**src/sv/lps_pkg.sv**
```systemverilog
// Shared types and constants for the line pixel stepper.
package lps_pkg;

    localparam int COORD_BITS    = 12;
    localparam int ERR_BITS      = COORD_BITS + 3;
    // pointers wrap naturally, so the depth stays a power of two
    localparam int FIFO_DEPTH    = 2;
    localparam int FIFO_PTR_BITS = $clog2(FIFO_DEPTH);
    localparam int FIFO_CNT_BITS = $clog2(FIFO_DEPTH + 1);

    localparam logic CMD_START = 1'b0;
    localparam logic CMD_STEP  = 1'b1;

    typedef logic signed [COORD_BITS-1:0] t_coord;
    typedef logic signed [ERR_BITS-1:0]   t_err;

    // classified word handed from front to back
    typedef struct packed {
        logic   is_start;
        t_coord cur_x;
        t_coord cur_y;
        t_coord major_end;
        t_err   err;
        t_err   inc_skip;
        t_err   inc_move;
        logic   x_major;
        logic   minor_up;
    } t_work;

endpackage

```
**src/sv/line_pixel_stepper.sv**
```systemverilog
// Bresenham line rasterizer: a start word returns the first pixel, each step word the next.
// Start words (cmd 0) carry two signed endpoints; the front end works out the major axis,
// walk direction and error increments and queues the word in a two-entry queue. The back
// end steps one pixel per word with one add on the error term, one increment and one
// compare, and writes the pixel into an output register. Throughput is one word per clock
// and one pixel per clock when pop keeps up; an accepted word is held in the queue, and
// its pixel is written into the output register and shown on the result ports once that
// register is free. A step word with no line in progress (none started, or the last pixel
// already given) returns nothing. A start word drops any line in progress.
module line_pixel_stepper (
    input  logic            i_clk,
    input  logic            i_rst_n,
    input  logic            push,
    output logic            full,
    input  logic            i_cmd,
    input  lps_pkg::t_coord i_start_x,
    input  lps_pkg::t_coord i_start_y,
    input  lps_pkg::t_coord i_end_x,
    input  lps_pkg::t_coord i_end_y,
    output logic            empty,
    input  logic            pop,
    output lps_pkg::t_coord o_pixel_x,
    output lps_pkg::t_coord o_pixel_y,
    output logic            o_last
);
    import lps_pkg::*;

    t_work front_word, queue_word;
    logic  queue_valid, work_take;

    lps_front u_front (
        .i_cmd     (i_cmd),
        .i_start_x (i_start_x),
        .i_start_y (i_start_y),
        .i_end_x   (i_end_x),
        .i_end_y   (i_end_y),
        .o_work    (front_word)
    );

    lps_fifo u_fifo (
        .i_clk   (i_clk),
        .i_rst_n (i_rst_n),
        .i_push  (push),
        .o_full  (full),
        .i_data  (front_word),
        .o_valid (queue_valid),
        .i_pop   (work_take),
        .o_data  (queue_word)
    );

    lps_back u_back (
        .i_clk        (i_clk),
        .i_rst_n      (i_rst_n),
        .i_work_valid (queue_valid),
        .i_work       (queue_word),
        .o_work_take  (work_take),
        .o_empty      (empty),
        .i_pop        (pop),
        .o_pixel_x    (o_pixel_x),
        .o_pixel_y    (o_pixel_y),
        .o_last       (o_last)
    );

endmodule

```
**src/sv/lps_front.sv**
```systemverilog
// Front end: classifies a word and works out the line setup from the endpoints.
module lps_front (
    input  logic           i_cmd,
    input  lps_pkg::t_coord i_start_x,
    input  lps_pkg::t_coord i_start_y,
    input  lps_pkg::t_coord i_end_x,
    input  lps_pkg::t_coord i_end_y,
    output lps_pkg::t_work  o_work
);
    import lps_pkg::*;

    logic [COORD_BITS:0]   dx_p, dx_n, dy_p, dy_n;
    logic [COORD_BITS-1:0] abs_dx, abs_dy, abs_maj, abs_min;
    logic                  dx_neg, dy_neg, dx_pos, dy_pos;
    logic                  x_major, swap;
    t_err                  maj_e, maj2_e, min2_e;

    // both differences in parallel so the magnitude is a plain select
    assign dx_p = {i_end_x[COORD_BITS-1], i_end_x} - {i_start_x[COORD_BITS-1], i_start_x};
    assign dx_n = {i_start_x[COORD_BITS-1], i_start_x} - {i_end_x[COORD_BITS-1], i_end_x};
    assign dy_p = {i_end_y[COORD_BITS-1], i_end_y} - {i_start_y[COORD_BITS-1], i_start_y};
    assign dy_n = {i_start_y[COORD_BITS-1], i_start_y} - {i_end_y[COORD_BITS-1], i_end_y};

    assign dx_neg = dx_p[COORD_BITS];
    assign dy_neg = dy_p[COORD_BITS];
    assign dx_pos = !dx_neg && (dx_p != '0);
    assign dy_pos = !dy_neg && (dy_p != '0);

    assign abs_dx = dx_neg ? dx_n[COORD_BITS-1:0] : dx_p[COORD_BITS-1:0];
    assign abs_dy = dy_neg ? dy_n[COORD_BITS-1:0] : dy_p[COORD_BITS-1:0];

    assign x_major = (abs_dy <= abs_dx);
    assign abs_maj = x_major ? abs_dx : abs_dy;
    assign abs_min = x_major ? abs_dy : abs_dx;
    // walk from the endpoint with the smaller major coordinate
    assign swap    = x_major ? dx_neg : dy_neg;

    assign maj_e  = {3'b000, abs_maj};
    assign maj2_e = {2'b00, abs_maj, 1'b0};
    assign min2_e = {2'b00, abs_min, 1'b0};

    always_comb begin
        o_work.is_start  = (i_cmd == CMD_START);
        o_work.cur_x     = swap ? i_end_x : i_start_x;
        o_work.cur_y     = swap ? i_end_y : i_start_y;
        if (x_major) begin
            o_work.major_end = swap ? i_start_x : i_end_x;
        end else begin
            o_work.major_end = swap ? i_start_y : i_end_y;
        end
        o_work.err       = min2_e - maj_e;
        o_work.inc_skip  = min2_e;
        o_work.inc_move  = min2_e - maj2_e;
        o_work.x_major   = x_major;
        o_work.minor_up  = (dx_neg && dy_neg) || (dx_pos && dy_pos);
    end

endmodule

```
**src/sv/lps_fifo.sv**
```systemverilog
// Short queue of classified words between front and back.
module lps_fifo (
    input  logic           i_clk,
    input  logic           i_rst_n,
    input  logic           i_push,
    output logic           o_full,
    input  lps_pkg::t_work i_data,
    output logic           o_valid,
    input  logic           i_pop,
    output lps_pkg::t_work o_data
);
    import lps_pkg::*;

    t_work                    r_mem [FIFO_DEPTH];
    logic [FIFO_PTR_BITS-1:0] r_wr, r_rd, n_wr, n_rd;
    logic [FIFO_CNT_BITS-1:0] r_cnt, n_cnt;
    logic                     do_push, do_pop;

    assign o_full  = (r_cnt == FIFO_CNT_BITS'(FIFO_DEPTH));
    assign o_valid = (r_cnt != '0);
    assign o_data  = r_mem[r_rd];

    assign do_push = i_push && !o_full;
    assign do_pop  = i_pop && o_valid;

    always_comb begin
        n_wr  = do_push ? r_wr + 1'b1 : r_wr;
        n_rd  = do_pop ? r_rd + 1'b1 : r_rd;
        n_cnt = r_cnt;
        if (do_push && !do_pop) begin
            n_cnt = r_cnt + 1'b1;
        end else if (do_pop && !do_push) begin
            n_cnt = r_cnt - 1'b1;
        end
    end

    always_ff @(posedge i_clk) begin
        if (!i_rst_n) begin
            r_wr  <= '0;
            r_rd  <= '0;
            r_cnt <= '0;
        end else begin
            r_wr  <= n_wr;
            r_rd  <= n_rd;
            r_cnt <= n_cnt;
        end
    end

    always_ff @(posedge i_clk) begin
        if (do_push) begin
            r_mem[r_wr] <= i_data;
        end
    end

endmodule

```
**src/sv/lps_back.sv**
```systemverilog
// Back end: holds the line state, steps one pixel per word, owns the result register.
module lps_back (
    input  logic            i_clk,
    input  logic            i_rst_n,
    input  logic            i_work_valid,
    input  lps_pkg::t_work  i_work,
    output logic            o_work_take,
    output logic            o_empty,
    input  logic            i_pop,
    output lps_pkg::t_coord o_pixel_x,
    output lps_pkg::t_coord o_pixel_y,
    output logic            o_last
);
    import lps_pkg::*;

    logic   r_active, n_active;
    logic   r_out_valid, n_out_valid;
    t_coord r_cur_x, r_cur_y, r_major_end;
    t_coord n_cur_x, n_cur_y, n_major_end;
    t_err   r_err, r_inc_skip, r_inc_move;
    t_err   n_err, n_inc_skip, n_inc_move;
    logic   r_x_major, r_minor_up, n_x_major, n_minor_up;
    t_coord r_out_x, r_out_y, n_out_x, n_out_y;
    logic   r_out_last, n_out_last;

    logic   slot_free, move, produce;
    t_coord minor_d, step_x, step_y, step_major, start_major;
    t_err   step_err;
    logic   step_last, start_last;

    assign slot_free   = !r_out_valid || i_pop;
    assign o_work_take = i_work_valid && slot_free;

    // x-major moves on err >= 0, y-major only on err > 0
    assign move = r_x_major ? !r_err[ERR_BITS-1]
                            : (!r_err[ERR_BITS-1] && (r_err != '0));
    assign minor_d = r_minor_up ? t_coord'(1) : t_coord'(-1);

    always_comb begin
        if (r_x_major) begin
            step_x = r_cur_x + t_coord'(1);
            step_y = move ? r_cur_y + minor_d : r_cur_y;
        end else begin
            step_x = move ? r_cur_x + minor_d : r_cur_x;
            step_y = r_cur_y + t_coord'(1);
        end
    end

    assign step_err    = r_err + (move ? r_inc_move : r_inc_skip);
    // major coordinate only climbs toward the end, so equality marks the end
    assign step_major  = r_x_major ? step_x : step_y;
    assign step_last   = (step_major == r_major_end);
    assign start_major = i_work.x_major ? i_work.cur_x : i_work.cur_y;
    assign start_last  = (start_major == i_work.major_end);

    always_comb begin
        n_active    = r_active;
        n_cur_x     = r_cur_x;
        n_cur_y     = r_cur_y;
        n_major_end = r_major_end;
        n_err       = r_err;
        n_inc_skip  = r_inc_skip;
        n_inc_move  = r_inc_move;
        n_x_major   = r_x_major;
        n_minor_up  = r_minor_up;
        n_out_x     = r_out_x;
        n_out_y     = r_out_y;
        n_out_last  = r_out_last;
        produce     = 1'b0;
        if (o_work_take) begin
            if (i_work.is_start) begin
                produce     = 1'b1;
                n_cur_x     = i_work.cur_x;
                n_cur_y     = i_work.cur_y;
                n_major_end = i_work.major_end;
                n_err       = i_work.err;
                n_inc_skip  = i_work.inc_skip;
                n_inc_move  = i_work.inc_move;
                n_x_major   = i_work.x_major;
                n_minor_up  = i_work.minor_up;
                n_active    = !start_last;
                n_out_x     = i_work.cur_x;
                n_out_y     = i_work.cur_y;
                n_out_last  = start_last;
            end else if (r_active) begin
                produce    = 1'b1;
                n_cur_x    = step_x;
                n_cur_y    = step_y;
                n_err      = step_err;
                n_active   = !step_last;
                n_out_x    = step_x;
                n_out_y    = step_y;
                n_out_last = step_last;
            end
        end
        if (produce) begin
            n_out_valid = 1'b1;
        end else if (i_pop) begin
            n_out_valid = 1'b0;
        end else begin
            n_out_valid = r_out_valid;
        end
    end

    always_ff @(posedge i_clk) begin
        if (!i_rst_n) begin
            r_active    <= 1'b0;
            r_out_valid <= 1'b0;
        end else begin
            r_active    <= n_active;
            r_out_valid <= n_out_valid;
        end
    end

    always_ff @(posedge i_clk) begin
        r_cur_x     <= n_cur_x;
        r_cur_y     <= n_cur_y;
        r_major_end <= n_major_end;
        r_err       <= n_err;
        r_inc_skip  <= n_inc_skip;
        r_inc_move  <= n_inc_move;
        r_x_major   <= n_x_major;
        r_minor_up  <= n_minor_up;
        r_out_x     <= n_out_x;
        r_out_y     <= n_out_y;
        r_out_last  <= n_out_last;
    end

    assign o_empty   = !r_out_valid;
    assign o_pixel_x = r_out_x;
    assign o_pixel_y = r_out_y;
    assign o_last    = r_out_last;

endmodule

```
**config.mk**
```make
export PLATFORM = sky130hd
export DESIGN_NAME = line_pixel_stepper
export DESIGN_NICKNAME = d
export VERILOG_FILES = /design/src/sv/lps_pkg.sv /design/src/sv/line_pixel_stepper.sv /design/src/sv/lps_front.sv /design/src/sv/lps_fifo.sv /design/src/sv/lps_back.sv
export SDC_FILE = /design/constraint.sdc
export NUM_CORES = 1
export LEC_CHECK = 0
export ABC_AREA = 0
export BUFFER_PORTS_ARGS = -buffer_cell sky130_fd_sc_hd__buf_4
export CAP_MARGIN = 20
export CORE_MARGIN = 2
export CORE_UTILIZATION = 45
export CTS_BUF_LIST = sky130_fd_sc_hd__clkbuf_16
export DETAILED_ROUTE_END_ITERATION = 10
export GPL_TIMING_DRIVEN = 0
export PLACE_DENSITY = 0.64
export SLEW_MARGIN = 20
export SYNTH_ARGS = -nofsm -noshare
export SYNTH_HDL_FRONTEND = slang
export SYNTH_SLANG_ARGS = --single-unit
```
**constraint.sdc**
```tcl
create_clock -name i_clk -period 9.64 [get_ports i_clk]
set_input_delay 0.482 -clock i_clk [delete_from_list [all_inputs] [get_ports i_clk]]
set_output_delay 0.482 -clock i_clk [all_outputs]
set_load 0.01 [all_outputs]
```
==> results.cfg, run 1 <==
[floorplan]
core_area_um2 = 36700
std_cell_rows = 70
pin_count = 80
initial_core_util = 0.4572
die_x_um = 197.1
die_area_um2 = 38850
die_y_um = 197.1

[sta]
setup_ws_ns = 1.171
layout_min_cycle_time_ns = 8.469
rsz0062_at_grt = false
hold_viol = 0
period_share = 0.8785
worstMarginPinSlew_ns = 1.140
max_freq_ghz = 0.1181
final_max_slew_viol_count = 0
finClkSkew_ns = 0.009025
relSlewSlack = 0.2318
tns_ns = 0
setup_viol = 0

[cells_and_area]
fin_nets = 1946
final_common_cell = edfxtp_1
drive_gt1_frac = 0.1301
final_cell_mix = edfxtp_1, nand2_1, o21ai_0
diodes = 0
synthToLayoutAreaGrowth_pct = 12.22
nFillCells = 3313

[placement]
dp_slack_ns = 0.7222
gp_congestion = 0.9626
dp_hpwl_um = 37480
port-buffer-count = 79

[setup_path]
critPathLaunchType = input pin
cp_slowest_cell = a221oi_1
path_delay_family = compound AO/OA/AOI/OAI gates
criticalPathCategory = in2reg
cp.required_ns = 9.84
crit_top_cell = a21oi_1
path_max_fanout = 10
max_stage_delay_ns = 0.61
crit_path_end_kind = flop
critPathBufInv = 8
arrival_ns = 8.67

[global_route]
grt_pass1_wl_um = 73280
track_usage = 0.2458
overflow = 0
antenna_found_initial = 0
grt_pass1_vias = 12770
grt_max_degree = 42

[power]
p_sw_mw = 2.743
peakVddDrop_v = 0.0001373
p_leak_nw = 7.403
internal_power_mw = 3.650
p_clk_frac = 0.134
seqPwrFrac = 0.309
swShare = 0.4291
p_per_area_nw_per_um2 = 339.5
p_comb_frac = 0.558

[synthesis]
synth_cell_types = 96
synth_edf_count = 235
synthXorXnorAreaFrac = 0.06249
synth_warnings = 0
synth-main-ff-cell = edfxtp_1
synth_area_leaders = edfxtp_1, ha_1, o21ai_0, mux2i_1, mux2_2
syn_area_um2 = 16780
synth_adder_area_share = 0.08672
synth.ff_latch_count = 242
synth_compound_area_frac = 0.1758
syn_nets = 1837
synth_top_family_by_area = compound AO/OA/AOI/OAI gates
ys_seq_area_frac = 0.4289
synthArstFlopShare = 0
avgSynthCellArea_um2 = 10.02
netlist.area_leader.share = 0.4206
synth_simple_gate_area_frac = 0.1268
muxShareOfSynthArea = 0.07688
yosysTopAreaCell = edfxtp_1
netlist_instances = 1675

[clock_tree]
clk_pin_slew_ns = 0.07
root_buffer = clkbuf_16
insertion_delay_ns = 0.51
cts_resized = 0
post_cts_buffers = 0
cts-htree-levels = 1
cts_sinks = 242
numCtsBuffers = 22
ctsHoldBuffers = 0
cts_tree = built
ctsLongestPathBuffers = 3

[routing]
wl_per_cell_um = 20.86
drt_iter0_markers = 1037
drc = 0
first_pass_iters = 5
final_antenna_net_count = 0
via_per_inst = 5.732
num_vias = 12990
routed_wl_um = 47280

[worst_hold_path]
hold_path_class = in2reg

[flow_run]
maxCapViolCount = 0

[status]
status = completed
## power by group through the flow
stage	Combinational [mW]	Clock [mW]	Sequential (mW)
6_report	3.56	0.855	1.97
5_1_grt	3.94	0.903	2.01
4_1_cts	3.55	0.868	1.97
3_5_place_dp	3.52	0	2.00
3_3_place_gp	3.40	0	2.01
2_1_floorplan	2.44	0	1.97
## final cells by class
| class | instances | area [µm²] | area share |
|---|---|---|---|
| Multi-Input combinational cell | 1253 | 8899 | 0.4726 |
| Sequential cell | 242 | 7197 | 0.3822 |
| Timing Repair Buffer | 85 | 735.7 | 0.03907 |
| Tap cell | 468 | 585.6 | 0.03110 |
| Clock buffer | 23 | 575.6 | 0.03056 |
| Inverter | 108 | 405.4 | 0.02153 |
| Buffer | 72 | 306.5 | 0.01628 |
| Clock inverter | 16 | 126.4 | 0.006711 |
## flip-flops by register name, summed over array words and instances, names as in the netlist, 2 cells and up, named ones only
signal and count:
u_back.r_inc_move 13, u_back.r_inc_skip 12, u_fifo.r_mem 156, u_fifo.r_cnt 2, u_back.r_err 15, u_back.r_major_end 12, u_back.o_pixel_y 12, u_back.r_cur_x 12
## routing by layer
metal / GRT usage / routed length [µm] / vias up
met4: 0.06962 / 1322 / 0
met1: 0.3304 / 21230 / 6224
met5: 0 / 0 / -
li1: - / - / 6337
met2: 0.4264 / 22610 / 369
met3: 0.02049 / 2117 / 64
## worst register-to-register path, cell delays in order (launching register included)
cell and delay (ns):
edfxtp_1 0.41, nor4_1 0.39, nand4_1 0.28, o21ai_1 0.73, clkbuf_1 0.70, mux2_2 0.48
ha_1 0.29, a21o_1 0.16, a21oi_1 0.22, o21bai_1 0.10, a21oi_1 0.24, o21bai_1 0.09
a21oi_1 0.23, nor2b_1 0.08, o21a_1 0.20, o41a_1 0.36, a31oi_1 0.23, xnor2_1 0.15
a21oi_1 0.08
## cells by family (layout without fill, tap and decap cells)
| group | count (synthesis) | count (layout) |
|---|---|---|
| xor gates and xnor gates | 118 | 118 |
| buffers and inverters | 180 | 304 |
| AOI/OAI and AO/OA | 457 | 457 |
| muxes | 122 | 122 |
| adders and majority gates | 112 | 112 |
| and+or+nand+nor | 444 | 444 |
| DFF | 242 | 242 |
## worst paths after layout
path / startpoint / to / slack, ns / depth (start not counted)
setup / recovery: i_start_x[2] / u_fifo.r_mem[0][41]$_DFFE_PP_ / 1.17 / 33
hold / removal: i_rst_n / u_fifo.r_wr$_SDFFE_PN0P_ / 0.23 / 2
setup reg to reg: u_back.r_err[9]$_DFFE_PP_ / u_back.r_err[14]$_DFFE_PP_ / 3.96 / 18
hold reg to reg: u_fifo.r_cnt[1]$_SDFFE_PN0P_ / u_fifo.r_cnt[1]$_SDFFE_PN0P_ / 0.52 / 2
## synthesized netlist by cell type, types with 11 or more instances
cell type,n
nor3_1,23
xor2_1,46
nand4_1,11
a31oi_1,24
nand2b_1,17
nor2_1,96
a211oi_1,24
and3_1,18
o21ai_0,142
o211ai_1,14
ha_1,101
a21oi_1,102
nor2b_1,29
nand3_1,26
a21o_1,29
buf_2,14
nand2_1,162
mux2_2,55
inv_1,105
edfxtp_1,235
a21boi_0,13
and2_1,13
xnor2_1,70
clkbuf_1,45
mux2i_1,67
## through the flow
stage            util  total power, mW  cells  area (µm²)  hold WS [ns]
2_1_floorplan       -            4.406   1675       16780        0.4776
3_3_place_gp   0.4894            5.412   2222       17960        0.4859
3_5_place_dp   0.4940            5.516   2228       18130        0.5125
4_1_cts        0.5131            6.388   2267       18830        0.2186
5_1_grt        0.5131            6.858   2267       18830        0.2252
6_report       0.5131            6.393   2267       18830        0.2255
Note: power is estimated with default switching activity, not from simulation.
==> run 2, diff against run 1 <==
--- a/config.mk
+++ b/config.mk
@@ -17,4 +17,5 @@
 export SLEW_MARGIN = 20
 export SYNTH_ARGS = -nofsm -noshare
 export SYNTH_HDL_FRONTEND = slang
+export SYNTH_HIERARCHICAL = 1
 export SYNTH_SLANG_ARGS = --single-unit
==> run 2 against run 1 <==
Compared with the run above: maximum frequency up 1.1%; utilization up 0.17 points; sequential cell count up 17; routed wire length up 5.6%; clock skew up 0.0094 ns; synthesized area up 8.1%; die area up 7.9%; hold slack worse by 0.027 ns; critical path type unchanged.
==> results.cfg, run 2 <==
[status]
status = completed

[sta]
worstMarginPinSlew_ns = 1.093
whs_ns = 0.1982
period_share = 0.8686
tns_ns = 0
finClkSkew_ns = 0.01843
hold_viol = 0
relSlewSlack = 0.2666
setup_viol = 0
layout_min_cycle_time_ns = 8.374
rsz0062_at_grt = false
final_max_slew_viol_count = 0
setup_ws_ns = 1.266
max_freq_ghz = 0.1194

[power]
p_per_area_nw_per_um2 = 357.6
p_leak_nw = 8.054
p_sw_mw = 3.164
peakVddDrop_v = 0.0001571
p_comb_frac = 0.564
swShare = 0.4326
internal_power_mw = 4.150
seqPwrFrac = 0.296
p_clk_frac = 0.140

[placement]
place_area_um2 = 19590
gp_congestion = 0.9493
dp_slack_ns = 0.8701
dp_hpwl_um = 38920
port-buffer-count = 79

[clock_tree]
ctsLongestPathBuffers = 3
numCtsBuffers = 26
root_buffer = clkbuf_16
insertion_delay_ns = 0.54
cts_tree = built
cts_resized = 0
ctsHoldBuffers = 0
post_cts_buffers = 0
clk_pin_slew_ns = 0.06
cts_sinks = 259
cts-htree-levels = 1

[synthesis]
netlist_instances = 1780
ys_seq_area_frac = 0.4249
yosysTopAreaCell = edfxtp_1
synth_warnings = 6
synth-main-ff-cell = edfxtp_1
synth_area_leaders = edfxtp_1, ha_1, nand2_1, mux2_1, o21ai_0
synth.ff_latch_count = 259
synth_cell_types = 108
avgSynthCellArea_um2 = 10.19
netlist.area_leader.share = 0.4172
synth_edf_count = 252
synthArstFlopShare = 0
syn_area_um2 = 18140
synth.most_common_cell = edfxtp_1
synthTopCellsByCount = edfxtp_1, nand2_1, ha_1, o21ai_0, nor2_1

[routing]
wl_per_cell_um = 20.46
final_antenna_net_count = 0
drt_iter0_markers = 1295
via_per_inst = 5.798
first_pass_iters = 5
routed_wl_um = 49960
drc = 0
num_vias = 14160

[worst_hold_path]
hold_path_class = in2reg

[floorplan]
pin_count = 80
die_y_um = 204.8
die_area_um2 = 41930
std_cell_rows = 73
core_area_um2 = 39730
initial_core_util = 0.4565
die_x_um = 204.8

[setup_path]
critPathLaunchType = input pin
crit_top_cell = inv_1
max_stage_delay_ns = 0.78
cp.required_ns = 9.92
criticalPathCategory = in2reg
arrival_ns = 8.65
path_max_fanout = 10
cp_slowest_cell = a222oi_1
crit_path_end_kind = flop

[cells_and_area]
fin_nets = 2065
final_cell_mix = edfxtp_1, nand2_1, o21ai_0, ha_1
ff_latch_area_um2 = 7707
multi_input_area_um2 = 9554
largest_reg_flops = 168
diodes = 0
drive_gt1_frac = 0.1476
synthToLayoutAreaGrowth_pct = 12.76
nFillCells = 3564
final_area_um2 = 20450
regMostFlops = u_fifo/r_mem
final_common_cell = edfxtp_1

[global_route]
track_usage = 0.2372
grt_pass1_wl_um = 76970
overflow = 0
grt_max_degree = 51
antenna_found_initial = 0
grt_pass1_vias = 13520

[flow_run]
maxCapViolCount = 0
-- run 2: path summary, 6_finish.rpt --
kind | slack, ns | startpoint | end | cells after the start
setup / recovery | 1.27 | i_end_y[0] | u_fifo/r_mem[1][44]$_DFFE_PP_ | 34
setup reg to reg | 5.04 | u_back/r_err[3]$_DFFE_PP_ | u_back/r_err[12]$_DFFE_PP_ | 16
hold reg to reg | 0.52 | u_fifo/r_mem[0][23]$_DFFE_PP_ | u_back/r_inc_skip[6]$_DFFE_PP_ | 1
hold / removal | 0.20 | i_rst_n | u_fifo/r_cnt[0]$_SDFFE_PN0P_ | 2
-- run 2: kinds of logic after synthesis --
family,Yosys count,synth area share
XOR/XNOR,109,0.05415
flip-flops,259,0.4249
adder cells (fa/ha/maj),114,0.08174
buffers and inverters,190,0.04967
AND/OR/NAND/NOR,556,0.1503
multiplexers,120,0.07264
AO/OA/AOI/OAI,431,0.1664
other,1,0.0002067
-- run 2: stage by stage --
stage,power (mW),util,std cells
floorplan,5.017,-,1783
global placement,6.089,0.4883,2387
detailed placement,6.240,0.4930,2397
CTS,7.301,0.5148,2442
global route,7.815,0.5148,2442
finish,7.314,0.5148,2442
-- run 2: per-layer routing --
| layer | vias to the layer above | wire length, µm | global-route usage |
|---|---|---|---|
| li1 | 6801 | - | - |
| met1 | 6827 | 22910 | 0.3287 |
| met2 | 458 | 23210 | 0.3950 |
| met3 | 72 | 2382 | 0.01670 |
| met4 | 0 | 1451 | 0.07738 |
| met5 | - | 0 | 0 |
-- run 2: area by class of cell --
| cell class | count | share of cell area |
|---|---|---|
| Buffer | 84 | 0.02453 |
| Timing Repair Buffer | 89 | 0.03762 |
| Tap cell | 525 | 0.03212 |
| Inverter | 106 | 0.01951 |
| Clock buffer | 26 | 0.03181 |
| Sequential cell | 259 | 0.3768 |
| Clock inverter | 19 | 0.01046 |
| Multi-Input combinational cell | 1334 | 0.4671 |
-- run 2: worst max-delay path, delay by kind of cell --
| kind | cells | cell delay [ns] |
|---|---|---|
| xor+xnor | 1 | 0.16 |
| buf+inv | 11 | 1.90 |
| simple gates | 3 | 0.35 |
| compound gates | 13 | 3.67 |
| mux | 1 | 0.39 |
| fa+ha+maj | 5 | 1.69 |
-- run 2: power groups by stage --
stage | Clock, mW | Sequential (mW) | Combinational [mW]
2_1_floorplan | 0 | 2.14 | 2.88
3_3_place_gp | 0 | 2.19 | 3.89
3_5_place_dp | 0 | 2.18 | 4.06
4_1_cts | 1.04 | 2.16 | 4.10
5_1_grt | 1.08 | 2.20 | 4.53
6_report | 1.02 | 2.17 | 4.13
